## config.mk

```make
export PLATFORM = sky130hd
export DESIGN_NAME = legendre_poly_eval
export DESIGN_NICKNAME = d
export VERILOG_FILES = /design/src/hw/rtl/lpe_pkg.sv /design/src/hw/rtl/lpe_mul.sv /design/src/hw/rtl/lpe_sdiv.sv /design/src/hw/rtl/lpe_ldiv.sv /design/src/hw/rtl/legendre_poly_eval.sv
export SDC_FILE = /design/constraint.sdc
export NUM_CORES = 2
export LEC_CHECK = 0
export BUFFER_PORTS_ARGS = -buffer_cell sky130_fd_sc_hd__buf_2
export CAP_MARGIN = 15
export CORE_UTILIZATION = 55
export CTS_BUF_LIST = sky130_fd_sc_hd__clkbuf_8 sky130_fd_sc_hd__clkbuf_16
export CTS_CLUSTER_SIZE = 16
export DETAILED_ROUTE_END_ITERATION = 12
export PLACE_DENSITY_LB_ADDON = 0.12
export RECOVER_POWER = 100
export SLEW_MARGIN = 25
export SYNTH_ARGS = -nofsm -noshare
export SYNTH_HDL_FRONTEND = slang
export SYNTH_HIERARCHICAL = 1
export SYNTH_SLANG_ARGS = --single-unit
```

## constraint.sdc

```tcl
create_clock -name clk -period 29 [get_ports clk]
set_input_delay 5.8 -clock clk [delete_from_list [all_inputs] [get_ports clk]]
set_output_delay 5.8 -clock clk [all_outputs]
set_load 0.05 [all_outputs]
```

## src/hw/rtl/lpe_pkg.sv

```systemverilog
package lpe_pkg;

    // Number format of the point and of the polynomial terms.
    localparam int FRAC_BITS  = 30;
    localparam int X_W        = 32;
    localparam int MAG_W      = X_W - 1;
    localparam int MAX_ORDER  = 63;
    localparam int ORD_W      = 6;
    localparam int SLOPE_W    = 44;

    // Stream payload widths, padded to whole bytes.
    localparam int IN_DATA_W  = 40;
    localparam int OUT_DATA_W = 80;

    // Recurrence numerator n*(2m - prev) + m and its operands.
    localparam int OPND_W     = X_W + 2;
    localparam int SPROD_W    = OPND_W + ORD_W + 1;
    localparam int NUM_W      = 39;
    localparam int LA_W       = NUM_W - 1;

    // Small-divisor divider: one byte of quotient per cycle.
    localparam int RADIX_W    = 8;
    localparam int SDIV_W     = 40;
    localparam int SDIVR_W    = ORD_W + 1;
    localparam int SWRK_W     = SDIVR_W + RADIX_W;
    localparam int CHUNKS     = SDIV_W / RADIX_W;
    localparam int SCNT_W     = $clog2(CHUNKS);

    // Slope divider: one quotient bit per cycle.
    localparam int PRE_W      = SLOPE_W - FRAC_BITS;
    localparam int SHB_W      = MAG_W + PRE_W;
    localparam int LCNT_W     = $clog2(SLOPE_W);

    localparam logic signed [X_W-1:0] ONE_Q = X_W'(64'd1 << FRAC_BITS);
    localparam logic [2*MAG_W:0] HALF_LSB   = (2*MAG_W+1)'(64'd1 << (FRAC_BITS - 1));
    localparam logic [SLOPE_W:0] LIM_POS    = (SLOPE_W+1)'((64'd1 << (SLOPE_W - 1)) - 64'd1);
    localparam logic [SLOPE_W:0] LIM_NEG    = (SLOPE_W+1)'(64'd1 << (SLOPE_W - 1));

endpackage

```

## src/hw/rtl/lpe_mul.sv

```systemverilog
// Rounded fixed-point multiplier: the product magnitude is registered and then
// rounded half away from zero and shifted down by the fraction width.
module lpe_mul
    import lpe_pkg::*;
(
    input  logic                  clk,
    input  logic                  start,
    input  logic signed [X_W-1:0] a,
    input  logic signed [X_W-1:0] b,
    output logic signed [X_W-1:0] prod
);

    logic [MAG_W-1:0]   mag_a;
    logic [MAG_W-1:0]   mag_b;
    logic [2*MAG_W-1:0] prod_reg;
    logic               neg_reg;
    logic [2*MAG_W:0]   rnd;
    logic [MAG_W-1:0]   qmag;

    assign mag_a = a[X_W-1] ? MAG_W'(-a) : MAG_W'(a);
    assign mag_b = b[X_W-1] ? MAG_W'(-b) : MAG_W'(b);

    always_ff @(posedge clk)
    begin
        if (start)
        begin
            prod_reg <= mag_a * mag_b;
            neg_reg  <= a[X_W-1] ^ b[X_W-1];
        end
    end

    assign rnd  = {1'b0, prod_reg} + HALF_LSB;
    assign qmag = rnd[FRAC_BITS +: MAG_W];
    assign prod = neg_reg ? -signed'({1'b0, qmag}) : signed'({1'b0, qmag});

endmodule

```

## src/hw/rtl/lpe_sdiv.sv

```systemverilog
// Divider for small divisors: retires one byte of quotient per cycle with
// eight conditional subtracts on a narrow partial remainder.
module lpe_sdiv
    import lpe_pkg::*;
(
    input  logic               clk,
    input  logic               rst_n,
    input  logic               start,
    input  logic [SDIV_W-1:0]  dividend,
    input  logic [SDIVR_W-1:0] divisor,
    output logic               done,
    output logic [SDIV_W-1:0]  quot
);

    logic [SDIV_W-1:0]  sh_reg;
    logic [SDIV_W-1:0]  q_reg;
    logic [SDIVR_W-1:0] rem_reg;
    logic [SDIVR_W-1:0] d_reg;
    logic [SCNT_W-1:0]  cnt_reg;
    logic               busy_reg;
    logic               done_reg;
    logic [SWRK_W-1:0]  wrk;
    logic [RADIX_W-1:0] qbyte;

    always_comb
    begin
        wrk   = {rem_reg, sh_reg[SDIV_W-1 -: RADIX_W]};
        qbyte = '0;
        for (int i = RADIX_W - 1; i >= 0; i--)
        begin
            if (wrk >= (SWRK_W'(d_reg) << i))
            begin
                wrk      = wrk - (SWRK_W'(d_reg) << i);
                qbyte[i] = 1'b1;
            end
        end
    end

    always_ff @(posedge clk or negedge rst_n)
    begin
        if (!rst_n)
        begin
            busy_reg <= 1'b0;
            done_reg <= 1'b0;
            cnt_reg  <= '0;
        end
        else
        begin
            done_reg <= 1'b0;
            if (start)
            begin
                busy_reg <= 1'b1;
                cnt_reg  <= SCNT_W'(CHUNKS - 1);
            end
            else if (busy_reg)
            begin
                if (cnt_reg == '0)
                begin
                    busy_reg <= 1'b0;
                    done_reg <= 1'b1;
                end
                else
                begin
                    cnt_reg <= cnt_reg - SCNT_W'(1);
                end
            end
        end
    end

    always_ff @(posedge clk)
    begin
        if (start)
        begin
            sh_reg  <= dividend;
            q_reg   <= '0;
            rem_reg <= '0;
            d_reg   <= divisor;
        end
        else if (busy_reg)
        begin
            sh_reg  <= sh_reg << RADIX_W;
            q_reg   <= {q_reg[SDIV_W-RADIX_W-1:0], qbyte};
            rem_reg <= wrk[SDIVR_W-1:0];
        end
    end

    assign done = done_reg;
    assign quot = q_reg;

endmodule

```

## src/hw/rtl/lpe_ldiv.sv

```systemverilog
// Slope divider: round((a << FRAC_BITS) / b) with saturation. Quotients that
// would reach past the slope width are caught up front by one compare, so
// only the low SLOPE_W quotient bits are worked out, one per cycle.
module lpe_ldiv
    import lpe_pkg::*;
(
    input  logic               clk,
    input  logic               rst_n,
    input  logic               start,
    input  logic [LA_W-1:0]    dividend,
    input  logic [MAG_W-1:0]   divisor,
    input  logic               neg,
    output logic               done,
    output logic [SLOPE_W-1:0] quot
);

    logic [MAG_W-1:0]   rem_reg;
    logic [SLOPE_W-1:0] q_reg;
    logic [SLOPE_W-1:0] sh_reg;
    logic [MAG_W-1:0]   b_reg;
    logic [LCNT_W-1:0]  cnt_reg;
    logic               busy_reg;
    logic               done_reg;
    logic               sat_reg;
    logic               neg_reg;
    logic [MAG_W:0]     trial;
    logic               fits;
    logic [MAG_W-1:0]   rem_step;
    logic               rnd_up;
    logic [SLOPE_W:0]   q_rnd;
    logic [SLOPE_W:0]   limit;

    assign trial    = {rem_reg, sh_reg[SLOPE_W-1]};
    assign fits     = trial >= {1'b0, b_reg};
    assign rem_step = fits ? MAG_W'(trial - {1'b0, b_reg}) : trial[MAG_W-1:0];

    always_ff @(posedge clk or negedge rst_n)
    begin
        if (!rst_n)
        begin
            busy_reg <= 1'b0;
            done_reg <= 1'b0;
            cnt_reg  <= '0;
        end
        else
        begin
            done_reg <= 1'b0;
            if (start)
            begin
                busy_reg <= 1'b1;
                cnt_reg  <= LCNT_W'(SLOPE_W - 1);
            end
            else if (busy_reg)
            begin
                if (cnt_reg == '0)
                begin
                    busy_reg <= 1'b0;
                    done_reg <= 1'b1;
                end
                else
                begin
                    cnt_reg <= cnt_reg - LCNT_W'(1);
                end
            end
        end
    end

    always_ff @(posedge clk)
    begin
        if (start)
        begin
            sat_reg <= SHB_W'(dividend) >= {divisor, {PRE_W{1'b0}}};
            rem_reg <= MAG_W'(dividend >> PRE_W);
            sh_reg  <= {dividend[PRE_W-1:0], {FRAC_BITS{1'b0}}};
            q_reg   <= '0;
            b_reg   <= divisor;
            neg_reg <= neg;
        end
        else if (busy_reg)
        begin
            rem_reg <= rem_step;
            q_reg   <= {q_reg[SLOPE_W-2:0], fits};
            sh_reg  <= sh_reg << 1;
        end
    end

    // Round half up on the final remainder, then clip to the signed limit.
    assign rnd_up = {rem_reg, 1'b0} >= {1'b0, b_reg};
    assign q_rnd  = {1'b0, q_reg} + (SLOPE_W+1)'(rnd_up);
    assign limit  = neg_reg ? LIM_NEG : LIM_POS;
    assign quot   = (sat_reg || (q_rnd > limit)) ? limit[SLOPE_W-1:0] : q_rnd[SLOPE_W-1:0];
    assign done   = done_reg;

endmodule

```

## src/hw/rtl/legendre_poly_eval.sv

```systemverilog
// Legendre polynomial evaluator. Each input beat carries an order N (0..63)
// and a point x in signed Q1.30; x is clamped to [-1, 1] first. The result
// beat carries P_N(x) in Q1.30, the slope dP_N/dx in Q13.30 (saturated to
// 44 bits) and, in tuser, a singular flag that is set when x*x rounds to one
// and N is at least 2; the slope then reads zero. P_N comes from the Bonnet
// recurrence (n+1) P_{n+1} = (2n+1) x P_n - n P_{n-1}, and the slope from
// N*(x*P_N - P_{N-1})/(x*x - 1). Every product is rounded half away from
// zero, each recurrence term is rounded and clamped to [-1, 1]. The block
// takes one beat at a time: tready is high only while it is idle. For N
// of 2 and above, each recurrence step runs the shared 31x31 multiplier
// once and a byte-per-cycle divider (five passes) for the division by
// n+1, and the slope division at the end retires one quotient bit per
// cycle. At an endpoint the slope division is skipped. The finished
// result sits in an output register, so the next beat is taken while
// it waits for the downstream side.
module legendre_poly_eval
    import lpe_pkg::*;
(
    input  logic                  clk,
    input  logic                  rst_n,
    input  logic                  s_axis_tvalid,
    output logic                  s_axis_tready,
    input  logic [IN_DATA_W-1:0]  s_axis_tdata,  // [5:0] order, [37:6] point, [39:38] zero
    output logic                  m_axis_tvalid,
    input  logic                  m_axis_tready,
    output logic [OUT_DATA_W-1:0] m_axis_tdata,  // [31:0] value, [75:32] slope, [79:76] zero
    output logic                  m_axis_tuser   // [0] singular
);

    typedef enum logic [9:0] {
        ST_IDLE  = 10'b00_0000_0001,
        ST_SQR   = 10'b00_0000_0010,
        ST_SQW   = 10'b00_0000_0100,
        ST_ISSUE = 10'b00_0000_1000,
        ST_MULW  = 10'b00_0001_0000,
        ST_COMB  = 10'b00_0010_0000,
        ST_GO    = 10'b00_0100_0000,
        ST_SDIV  = 10'b00_1000_0000,
        ST_LDIV  = 10'b01_0000_0000,
        ST_DONE  = 10'b10_0000_0000
    } state_t;

    state_t                     state_reg, state_next;
    logic [ORD_W-1:0]           ord_reg, ord_next;
    logic [ORD_W-1:0]           n_reg, n_next;
    logic signed [X_W-1:0]      x_reg, x_next;
    logic signed [X_W-1:0]      prev_reg, prev_next;
    logic signed [X_W-1:0]      cur_reg, cur_next;
    logic signed [X_W-1:0]      m_reg, m_next;
    logic signed [NUM_W-1:0]    num_reg, num_next;
    logic [MAG_W-1:0]           dmag_reg, dmag_next;
    logic signed [SLOPE_W-1:0]  slope_reg, slope_next;
    logic                       sing_reg, sing_next;

    logic                       out_valid_reg;
    logic [X_W-1:0]             out_value_reg;
    logic [SLOPE_W-1:0]         out_slope_reg;
    logic                       out_sing_reg;
    logic                       out_load;

    // Input decode and clamping.
    logic [ORD_W-1:0]           in_order;
    logic signed [X_W-1:0]      in_point;
    logic [ORD_W-1:0]           ord_in;
    logic signed [X_W-1:0]      x_in;

    // Shared multiplier.
    logic                       mul_start;
    logic signed [X_W-1:0]      mul_b;
    logic signed [X_W-1:0]      mul_prod;

    // Numerator datapath.
    logic                       fin;
    logic signed [OPND_W-1:0]   opnd;
    logic signed [ORD_W:0]      factor;
    logic signed [SPROD_W-1:0]  sprod;
    logic signed [X_W-1:0]      addend;
    logic                       num_neg;
    logic [NUM_W-1:0]           num_abs;
    logic [LA_W-1:0]            num_mag;

    // Dividers.
    logic [SDIVR_W-1:0]         sdiv_d;
    logic                       sdiv_start;
    logic [SDIV_W-1:0]          sdiv_dividend;
    logic                       sdiv_done;
    logic [SDIV_W-1:0]          sdiv_quot;
    logic signed [X_W-1:0]      step_mag;
    logic signed [X_W-1:0]      step_val;
    logic                       ldiv_start;
    logic                       ldiv_neg;
    logic                       ldiv_done;
    logic [SLOPE_W-1:0]         ldiv_quot;
    logic signed [SLOPE_W-1:0]  slope_res;

    assign in_order = s_axis_tdata[ORD_W-1:0];
    assign in_point = signed'(s_axis_tdata[ORD_W +: X_W]);
    assign ord_in   = (in_order > ORD_W'(MAX_ORDER)) ? ORD_W'(MAX_ORDER) : in_order;
    assign x_in     = (in_point > ONE_Q)  ? ONE_Q :
                      (in_point < -ONE_Q) ? -ONE_Q : in_point;

    assign s_axis_tready = (state_reg == ST_IDLE);

    // The multiplier always takes x on one side; the other side is x for the
    // x*x term and the current polynomial term otherwise.
    assign mul_start = (state_reg == ST_SQR) || (state_reg == ST_ISSUE);
    assign mul_b     = (state_reg == ST_SQR) ? x_reg : cur_reg;

    lpe_mul u_mul (
        .clk   (clk),
        .start (mul_start),
        .a     (x_reg),
        .b     (mul_b),
        .prod  (mul_prod)
    );

    // With m = round(x*P_n), a recurrence step needs n*(2m - P_{n-1}) + m,
    // which equals (2n+1)*m - n*P_{n-1}. Once n has reached N the same unit
    // forms N*(m - P_{N-1}), the slope numerator.
    assign fin    = (n_reg == ord_reg);
    assign opnd   = fin ? (OPND_W'(m_reg) - OPND_W'(prev_reg))
                        : ((OPND_W'(m_reg) <<< 1) - OPND_W'(prev_reg));
    assign factor = signed'({1'b0, n_reg});
    assign sprod  = factor * opnd;
    assign addend = fin ? '0 : m_reg;

    assign num_neg = num_reg[NUM_W-1];
    assign num_abs = num_neg ? NUM_W'(-num_reg) : NUM_W'(num_reg);
    assign num_mag = num_abs[LA_W-1:0];

    // Division by n+1, rounded half away from zero by adding half the
    // divisor to the magnitude.
    assign sdiv_d        = SDIVR_W'({1'b0, n_reg}) + SDIVR_W'(1);
    assign sdiv_start    = (state_reg == ST_GO) && !fin;
    assign sdiv_dividend = SDIV_W'(num_mag) + SDIV_W'(sdiv_d >> 1);

    lpe_sdiv u_sdiv (
        .clk      (clk),
        .rst_n    (rst_n),
        .start    (sdiv_start),
        .dividend (sdiv_dividend),
        .divisor  (sdiv_d),
        .done     (sdiv_done),
        .quot     (sdiv_quot)
    );

    assign step_mag = (sdiv_quot > SDIV_W'(ONE_Q)) ? ONE_Q : signed'(sdiv_quot[X_W-1:0]);
    assign step_val = num_neg ? -step_mag : step_mag;

    // x*x - 1 is never positive, so the quotient is negated exactly when the
    // numerator is not negative.
    assign ldiv_start = (state_reg == ST_GO) && fin && (dmag_reg != '0);
    assign ldiv_neg   = !num_neg;

    lpe_ldiv u_ldiv (
        .clk      (clk),
        .rst_n    (rst_n),
        .start    (ldiv_start),
        .dividend (num_mag),
        .divisor  (dmag_reg),
        .neg      (ldiv_neg),
        .done     (ldiv_done),
        .quot     (ldiv_quot)
    );

    assign slope_res = ldiv_neg ? -signed'(ldiv_quot) : signed'(ldiv_quot);

    always_comb
    begin
        state_next = state_reg;
        ord_next   = ord_reg;
        n_next     = n_reg;
        x_next     = x_reg;
        prev_next  = prev_reg;
        cur_next   = cur_reg;
        m_next     = m_reg;
        num_next   = num_reg;
        dmag_next  = dmag_reg;
        slope_next = slope_reg;
        sing_next  = sing_reg;
        case (state_reg)
            ST_IDLE:
            begin
                if (s_axis_tvalid)
                begin
                    ord_next   = ord_in;
                    x_next     = x_in;
                    prev_next  = ONE_Q;
                    n_next     = ORD_W'(1);
                    sing_next  = 1'b0;
                    slope_next = '0;
                    cur_next   = x_in;
                    if (ord_in == '0)
                    begin
                        cur_next   = ONE_Q;
                        state_next = ST_DONE;
                    end
                    else if (ord_in == ORD_W'(1))
                    begin
                        slope_next = SLOPE_W'(ONE_Q);
                        state_next = ST_DONE;
                    end
                    else
                    begin
                        state_next = ST_SQR;
                    end
                end
            end
            ST_SQR:
            begin
                state_next = ST_SQW;
            end
            ST_SQW:
            begin
                dmag_next  = MAG_W'(ONE_Q - mul_prod);
                state_next = ST_ISSUE;
            end
            ST_ISSUE:
            begin
                state_next = ST_MULW;
            end
            ST_MULW:
            begin
                m_next     = mul_prod;
                state_next = ST_COMB;
            end
            ST_COMB:
            begin
                num_next   = NUM_W'(sprod) + NUM_W'(addend);
                state_next = ST_GO;
            end
            ST_GO:
            begin
                if (!fin)
                begin
                    state_next = ST_SDIV;
                end
                else if (dmag_reg == '0)
                begin
                    sing_next  = 1'b1;
                    slope_next = '0;
                    state_next = ST_DONE;
                end
                else
                begin
                    state_next = ST_LDIV;
                end
            end
            ST_SDIV:
            begin
                if (sdiv_done)
                begin
                    prev_next  = cur_reg;
                    cur_next   = step_val;
                    n_next     = n_reg + ORD_W'(1);
                    state_next = ST_ISSUE;
                end
            end
            ST_LDIV:
            begin
                if (ldiv_done)
                begin
                    slope_next = slope_res;
                    state_next = ST_DONE;
                end
            end
            ST_DONE:
            begin
                if (out_load)
                begin
                    state_next = ST_IDLE;
                end
            end
            default:
            begin
                state_next = ST_IDLE;
            end
        endcase
    end

    assign out_load = (state_reg == ST_DONE) && (!out_valid_reg || m_axis_tready);

    always_ff @(posedge clk or negedge rst_n)
    begin
        if (!rst_n)
        begin
            state_reg     <= ST_IDLE;
            ord_reg       <= '0;
            n_reg         <= '0;
            out_valid_reg <= 1'b0;
        end
        else
        begin
            state_reg <= state_next;
            ord_reg   <= ord_next;
            n_reg     <= n_next;
            if (out_load)
            begin
                out_valid_reg <= 1'b1;
            end
            else if (m_axis_tready)
            begin
                out_valid_reg <= 1'b0;
            end
        end
    end

    always_ff @(posedge clk)
    begin
        x_reg     <= x_next;
        prev_reg  <= prev_next;
        cur_reg   <= cur_next;
        m_reg     <= m_next;
        num_reg   <= num_next;
        dmag_reg  <= dmag_next;
        slope_reg <= slope_next;
        sing_reg  <= sing_next;
        if (out_load)
        begin
            out_value_reg <= cur_reg;
            out_slope_reg <= slope_reg;
            out_sing_reg  <= sing_reg;
        end
    end

    assign m_axis_tvalid = out_valid_reg;
    assign m_axis_tdata  = {{(OUT_DATA_W - X_W - SLOPE_W){1'b0}}, out_slope_reg, out_value_reg};
    assign m_axis_tuser  = out_sing_reg;

endmodule

```

Yosys cells after proc, flatten, opt, wreduce, memory -nomap -nowiden
Index checks and enable logic that the tools add are counted.
{"block": "totals", "reg_bits": 634, "elab_cells": 215}
{"block": "op_classes", "bitwise": 1, "n_eq_ne": 20, "mux": 88, "add_sub_neg": 26, "n_mul": 2, "n_reduce_logical": 28, "n_lt_le_gt_ge": 16}
{"cell": "$mux W44", "n": 9}
{"cell": "$mux W32", "n": 12}
{"cell": "$mux W31", "n": 5}
{"cell": "$pmux W44 S3", "n": 1}
{"cell": "$pmux W32 S2", "n": 2}
{"cell": "$mux W15", "n": 7}
{"cell": "$pmux W10 S10", "n": 1}
{"cell": "$mux W10", "n": 8}
{"cell": "$mux W40", "n": 2}
{"cell": "$ge A32 B31 Y1", "n": 2}
{"cell": "$neg A31 Y31", "n": 2}
{"cell": "$add A61 B30 Y61 const B", "n": 1}
{"cell": "$mul A31 B31 Y61", "n": 1}
{"cell": "$mux W24", "n": 2}
{"cell": "$add A44 B1 Y45", "n": 1}
{"cell": "$ge A38 B45 Y1", "n": 1}
{"cell": "$gt A45 B45 Y1", "n": 1}
{"cell": "$neg A44 Y44", "n": 1}
{"cell": "$gt A40 B31 Y1 const B", "n": 1}
{"cell": "$add A38 B6 Y39", "n": 1}
{"cell": "$add A39 B32 Y39", "n": 1}
{"cell": "$mul A7 B34 Y39", "n": 1}
{"cell": "$mux W38", "n": 1}
{"cell": "$neg A38 Y38", "n": 1}
{"cell": "other kinds (64)", "n": 116}

Logic depth before layout (Yosys ltp)
{"block": "depth", "word_depth": 16, "ltp_mapped": 93}

Modules after synthesis
Netlist, hierarchy kept.
{"module": "lpe_mul", "cells_per_inst": 3843, "area_each_um2": 33350.7, "instances": 1}
{"module": "legendre_poly_eval", "cells_per_inst": 2908, "area_each_um2": 28583.7, "instances": 1}
{"module": "lpe_ldiv", "cells_per_inst": 1118, "area_each_um2": 9962.1, "instances": 1}
{"module": "lpe_sdiv", "cells_per_inst": 863, "area_each_um2": 8190.4, "instances": 1}

Least setup slack after synthesis
OpenSTA, ideal clock, no wires.
{"block": "synth_path", "path_kind": "reg2reg", "start": "reg u_sdiv.d_reg[1]", "end": "reg u_sdiv.rem_reg[3]", "t_arrival_ns": 17.413, "path_slack_ns": 11.484, "n_path_buf": 4, "period_less_slack_ns": 17.516, "path_stages_with_launch": 88, "setup_ns": 0.103, "cell_sequence": "edfxtp_1 inv_1 fa_1 nand3_1 a2111oi_0 nor3_1 clkbuf_1 mux2_2 ha_1 a21oi_1 a21boi_0 a311o_1 a211o_1 or2_4 buf_6 nor2_1 a21oi_1 fa_1 [... 52 more ...] o21a_1 o2111ai_2 nor2_4 mux2i_1 ha_1 inv_1 o21ai_0 and2_1 o21ai_0 inv_1 o21ai_0 nand2_1 a221o_1 nor2_1 and4_1 buf_2 a31oi_1 a2111oi_2"}
{"block": "synth_between", "elab_chain_len": 16, "word_cells_on_any_way": 24, "classes_between": "8 x add/sub; 8 x order compare; 8 x mux"}
{"element": "start, declared", "line": "lpe_sdiv.sv:18", "rtl": "logic [SDIVR_W-1:0] d_reg;"}
{"element": "start signal, assigned", "line": "lpe_sdiv.sv:77", "rtl": "d_reg <= divisor;"}
{"element": "$sub A15 B14 Y15 / $ge A15 B14 Y1 (equally long branches)", "line": "lpe_sdiv.sv:33, lpe_sdiv.sv:31"}
{"element": "$mux W15", "line": "lpe_sdiv.sv:31", "rtl": "if (wrk >= (SWRK_W'(d_reg) << i))"}
{"element": "$sub A15 B13 Y15 / $ge A15 B13 Y1 (equally long branches)", "line": "lpe_sdiv.sv:33, lpe_sdiv.sv:31"}
{"element": "$mux W15", "line": "lpe_sdiv.sv:31"}
{"element": "$sub A15 B12 Y15 / $ge A15 B12 Y1 (equally long branches)", "line": "lpe_sdiv.sv:33, lpe_sdiv.sv:31"}
{"element": "$mux W15", "line": "lpe_sdiv.sv:31"}
{"element": "$sub A15 B11 Y15 / $ge A15 B11 Y1 (equally long branches)", "line": "lpe_sdiv.sv:33, lpe_sdiv.sv:31"}
{"element": "$mux W15", "line": "lpe_sdiv.sv:31"}
{"element": "$sub A15 B10 Y15 / $ge A15 B10 Y1 (equally long branches)", "line": "lpe_sdiv.sv:33, lpe_sdiv.sv:31"}
{"element": "$mux W15", "line": "lpe_sdiv.sv:31"}
{"element": "$sub A15 B9 Y15 / $ge A15 B9 Y1 (equally long branches)", "line": "lpe_sdiv.sv:33, lpe_sdiv.sv:31"}
{"element": "$mux W15", "line": "lpe_sdiv.sv:31"}
{"element": "$sub A15 B8 Y15 / $ge A15 B8 Y1 (equally long branches)", "line": "lpe_sdiv.sv:33, lpe_sdiv.sv:31"}
{"element": "$mux W15", "line": "lpe_sdiv.sv:31"}
{"element": "$ge A15 B7 Y1 / $sub A7 B7 Y7 (equally long branches)", "line": "lpe_sdiv.sv:31, lpe_sdiv.sv:33"}
{"element": "$mux W7 (*)", "line": "lpe_sdiv.sv:31"}
{"element": "end signal, assigned", "line": "lpe_sdiv.sv:83", "rtl": "rem_reg <= wrk[SDIVR_W-1:0];"}
{"element": "end, declared", "line": "lpe_sdiv.sv:17", "rtl": "logic [SDIVR_W-1:0] rem_reg;"}
Every way passes the cells marked *; elsewhere a longest branch is shown, timed or not.
A chain may end at the register's enable or synchronous reset.

Worst setup path in the final report
{"block": "layout_path", "start": "reg u_sdiv.d_reg[1]", "end": "reg u_sdiv.q_reg[0], in the netlist u_sdiv/quot[0]"}
{"block": "layout_between", "elab_chain_len": 16, "word_cells_on_any_way": 23, "classes_between": "7 x add/sub; 8 x order compare; 8 x mux"}
{"element": "$sub A15 B14 Y15 / $ge A15 B14 Y1 (equally long branches)", "line": "lpe_sdiv.sv:33, lpe_sdiv.sv:31"}
{"element": "$mux W15", "line": "lpe_sdiv.sv:31"}
{"element": "$sub A15 B13 Y15 / $ge A15 B13 Y1 (equally long branches)", "line": "lpe_sdiv.sv:33, lpe_sdiv.sv:31"}
{"element": "$mux W15", "line": "lpe_sdiv.sv:31"}
{"element": "$sub A15 B12 Y15 / $ge A15 B12 Y1 (equally long branches)", "line": "lpe_sdiv.sv:33, lpe_sdiv.sv:31"}
{"element": "$mux W15", "line": "lpe_sdiv.sv:31"}
{"element": "$sub A15 B11 Y15 / $ge A15 B11 Y1 (equally long branches)", "line": "lpe_sdiv.sv:33, lpe_sdiv.sv:31"}
{"element": "$mux W15", "line": "lpe_sdiv.sv:31"}
{"element": "$sub A15 B10 Y15 / $ge A15 B10 Y1 (equally long branches)", "line": "lpe_sdiv.sv:33, lpe_sdiv.sv:31"}
{"element": "$mux W15", "line": "lpe_sdiv.sv:31"}
{"element": "$sub A15 B9 Y15 / $ge A15 B9 Y1 (equally long branches)", "line": "lpe_sdiv.sv:33, lpe_sdiv.sv:31"}
{"element": "$mux W15", "line": "lpe_sdiv.sv:31"}
{"element": "$sub A15 B8 Y15 / $ge A15 B8 Y1 (equally long branches)", "line": "lpe_sdiv.sv:33, lpe_sdiv.sv:31"}
{"element": "$mux W15", "line": "lpe_sdiv.sv:31"}
{"element": "$ge A15 B7 Y1 (*)", "line": "lpe_sdiv.sv:31"}
{"element": "$mux W1 (*)", "line": "lpe_sdiv.sv:31"}
{"element": "end signal, assigned", "line": "lpe_sdiv.sv:82", "rtl": "q_reg <= {q_reg[SDIV_W-RADIX_W-1:0], qbyte};"}
{"element": "end, declared", "line": "lpe_sdiv.sv:16", "rtl": "logic [SDIV_W-1:0] q_reg;"}
Marked as above.

==> results_dict.tcl <==
set metrics [dict create \
    run_status "complete, but fails checks" \
    violated_checks "DRC, capacitance limit, slew limit" \
    cp_data_required_time_ns 29.38 \
    synth-main-ff-cell "edfxtp_1" \
    critPathMaxStageDelay_ns 1.19 \
    distinct_cells_synth 132 \
    grt_pass1_wl_um 390000 \
    critical_path_arrival_ns 23.74 \
    post_cts.resized_instances 0 \
    tritoncts.num_buffers 69 \
    top_count_cell_post_synth "inv_1" \
    initial_utilization_pct 55.6 \
    drtAntennaViolNets 0 \
    ctsRootBufferMaster "clkbuf_16" \
    cap_viol_max_count 25 \
    hold_viol 0 \
    count_of_endpoints_failing_setup_in_the_final_report 0 \
    grt.total_usage_pct 35.3 \
    post_dp_hpwl_um 202000 \
    worstMarginPinSlew_ns 3.10 \
    cts_tree "done" \
    drtIter0Drc 5659 \
    post_syn_instances 8732 \
    grt_pass1_vias 63800 \
    design.portCount 127 \
    worst-path-max-fanout 13 \
    coreArea_sq_mm 0.144 \
    cts.sinks 605 \
    grt_max_degree 97 \
    syn_to_final_growth_pct 6.93 \
    synthesis.yosys.warnings 6 \
    post_cts_setup_inserts 0 \
    number_of_remaining_drc_errors 21 \
    synth_top_cells_by_area "fa_1 25%, edfxtp_1 18%, ha_1 8.8%, inv_1 6.5%, nor2_1 4.1%" \
    setup.worst_path.end_class "flip-flop" \
    flip_flop_and_latch_count_after_synthesis 605 \
    synthesis.area_per_instance_sq_um 9.17 \
    worst_slew_margin_relative_to_its_limit_pct -107 \
    period_minus_slack_ns 23.35 \
    cell_type_with_the_largest_total_area_after_synthesis "fa_1" \
    synth_top_area_share_pct 25.4 \
    timing_max_transition_violations_final 895 \
    timing.fmax_mhz 42.8 \
    post_route_cells_drive_above_1_share_pct 6.52 \
    clk_pin_slew_worst_paths_ns 0.07 \
    antenna_found_initial 36 \
    die_w_um 384 \
    critPathMostFrequentCell "o21ai_0" \
    yosysSeqAreaShare_pct 21.2 \
    drt-pass1-iter-count 10 \
    die_height_um 384 \
    fin_worst_skew_ns 0.0684 \
    clk_latency_ns 0.70 \
    ys_async_sr_fraction_pct 5.95 \
    tns_ns 0 \
    routabilityCongestion 0.957 \
    fillers 12700 \
    hold_path.class "reg -> reg" \
    io_buffer_count 120 \
    rsz0062_at_grt "false" \
    nets 10400 \
    placement_rows 139 \
    setup.worst_path.class "reg -> reg" \
    hold_buffers 0 \
    drt-total-wl_um 258000 \
    cp-start-kind "flip-flop" \
    period_share_pct 80.5 \
    viasPerCell 5.97 \
    overflow_left_after_global_routing 0 \
    wire_per_inst_um 24.0 \
    critPathSlowestCell "nor3_1" \
    mappedNetlistArea_sq_mm 0.0801 \
    vias 64000 \
    dieArea_sq_mm 0.147 \
    cts-root-to-sink-buffers 3 \
    synth_top_cells_by_count "1382 x inv_1, 1018 x fa_1, 875 x nor2_1, 835 x nand2_1, 565 x ha_1" \
    number_of_enable_type_register_cells_in_the_synthesized_netlist 471 \
    htree_levels 3 \
]
layout make-up:
cell class	count	area (sq um)	share of cell area, %
multi-input combinational	6391	56800	66.4
sequential	605	17000	19.9
inverter	1387	5210	6.08
tap	1903	2380	2.78
clock buffer	75	1810	2.11
timing repair buffer	290	1680	1.96
clock inverter	53	668	0.780
antenna	18	45.0	0.0526
layout by cell type, fill, tap and decap left out, types with 41 or more instances in the layout:
cell and count:
inv_1 1391, fa_1 1018, nor2_1 876, nand2_1 836, ha_1 565, edfxtp_1 471, xnor2_1 306, a21oi_1 287
o21ai_0 264, xor2_1 186, and2_1 151, buf_4 138, a21o_1 130, nand3_1 120, nor3_1 120, clkbuf_1 114
a31oi_1 103, mux2_2 103, dfxtp_1 98, mux2i_1 94, nand4_1 81, o21a_1 78, clkbuf_16 69, nor4_1 65
nor2b_1 63, o31ai_1 62, nand2b_1 62, or3_1 59, and3_1 56, a211oi_1 55, and2_0 54, or4_1 41
through the flow:
stage	setup WS [ns]	hold WS (ns)	utilization [%]	instance area, sq um	std cells
2_1_floorplan	11.48	0.400	-	80100	8736
3_3_place_gp	7.93	0.403	57.9	83400	10600
3_5_place_dp	7.94	0.405	57.9	83400	10600
4_1_cts	7.75	0.398	59.6	85900	10700
5_1_grt	3.48	0.394	59.4	85600	10700
6_report	5.65	0.400	59.5	85600	10700
logic make-up after synthesis:
| logic type | after synthesis | synth area share [%] |
|---|---|---|
| other | 1 | 0.00468 |
| and+or+nand+nor | 2744 | 16.3 |
| AOI/OAI and AO/OA | 1305 | 11.0 |
| buffers and inverters | 1740 | 8.34 |
| adders and majority gates | 1583 | 34.3 |
| xor gates and xnor gates | 538 | 5.94 |
| muxes | 216 | 2.92 |
| DFF | 605 | 21.2 |
critical path, delay by kind of cell (launching register included):
kind / cells / cell delay, ns
AO/OA/AOI/OAI: 39 / 9.53
flip-flops: 1 / 0.72
buffers and inverters: 5 / 0.83
adder cells (fa/ha/maj): 8 / 3.04
AND/OR/NAND/NOR: 25 / 7.74
multiplexers: 3 / 1.13
layer usage:
| layer | vias up | part of all wire, % | GRT usage (%) |
|---|---|---|---|
| met2 | 2963 | 43 | 53.5 |
| met4 | 30 | 5.2 | 15.5 |
| met3 | 615 | 11 | 8.66 |
| met5 | - | 0.074 | 0.195 |
| met1 | 31600 | 41 | 48.1 |
| li1 | 28800 | - | - |
path summary, 6_finish.rpt:
check                      depth (start not counted)                          end                 startpoint  slack, ns
max                                               80  u_sdiv/quot[0]$_SDFFE_PP0P_  u_sdiv/d_reg[1]$_DFFE_PP_       5.65
min                                                0  out_slope_reg[42]$_DFFE_PP_    slope_reg[42]$_DFFE_PP_       0.40
max reg2reg                                       80  u_sdiv/quot[0]$_SDFFE_PP0P_  u_sdiv/d_reg[1]$_DFFE_PP_       5.65
min reg2reg                                        0  out_slope_reg[42]$_DFFE_PP_    slope_reg[42]$_DFFE_PP_       0.40
max in group asynchronous                          2    u_ldiv/busy_reg$_DFF_PN0_                      rst_n      21.08
min in group asynchronous                          2    m_axis_tvalid$_DFFE_PN0P_                      rst_n       6.11
Power is left out: the tool's default activity adds up to more than one toggle a clock period on the data nets, which glitch-free logic cannot reach.
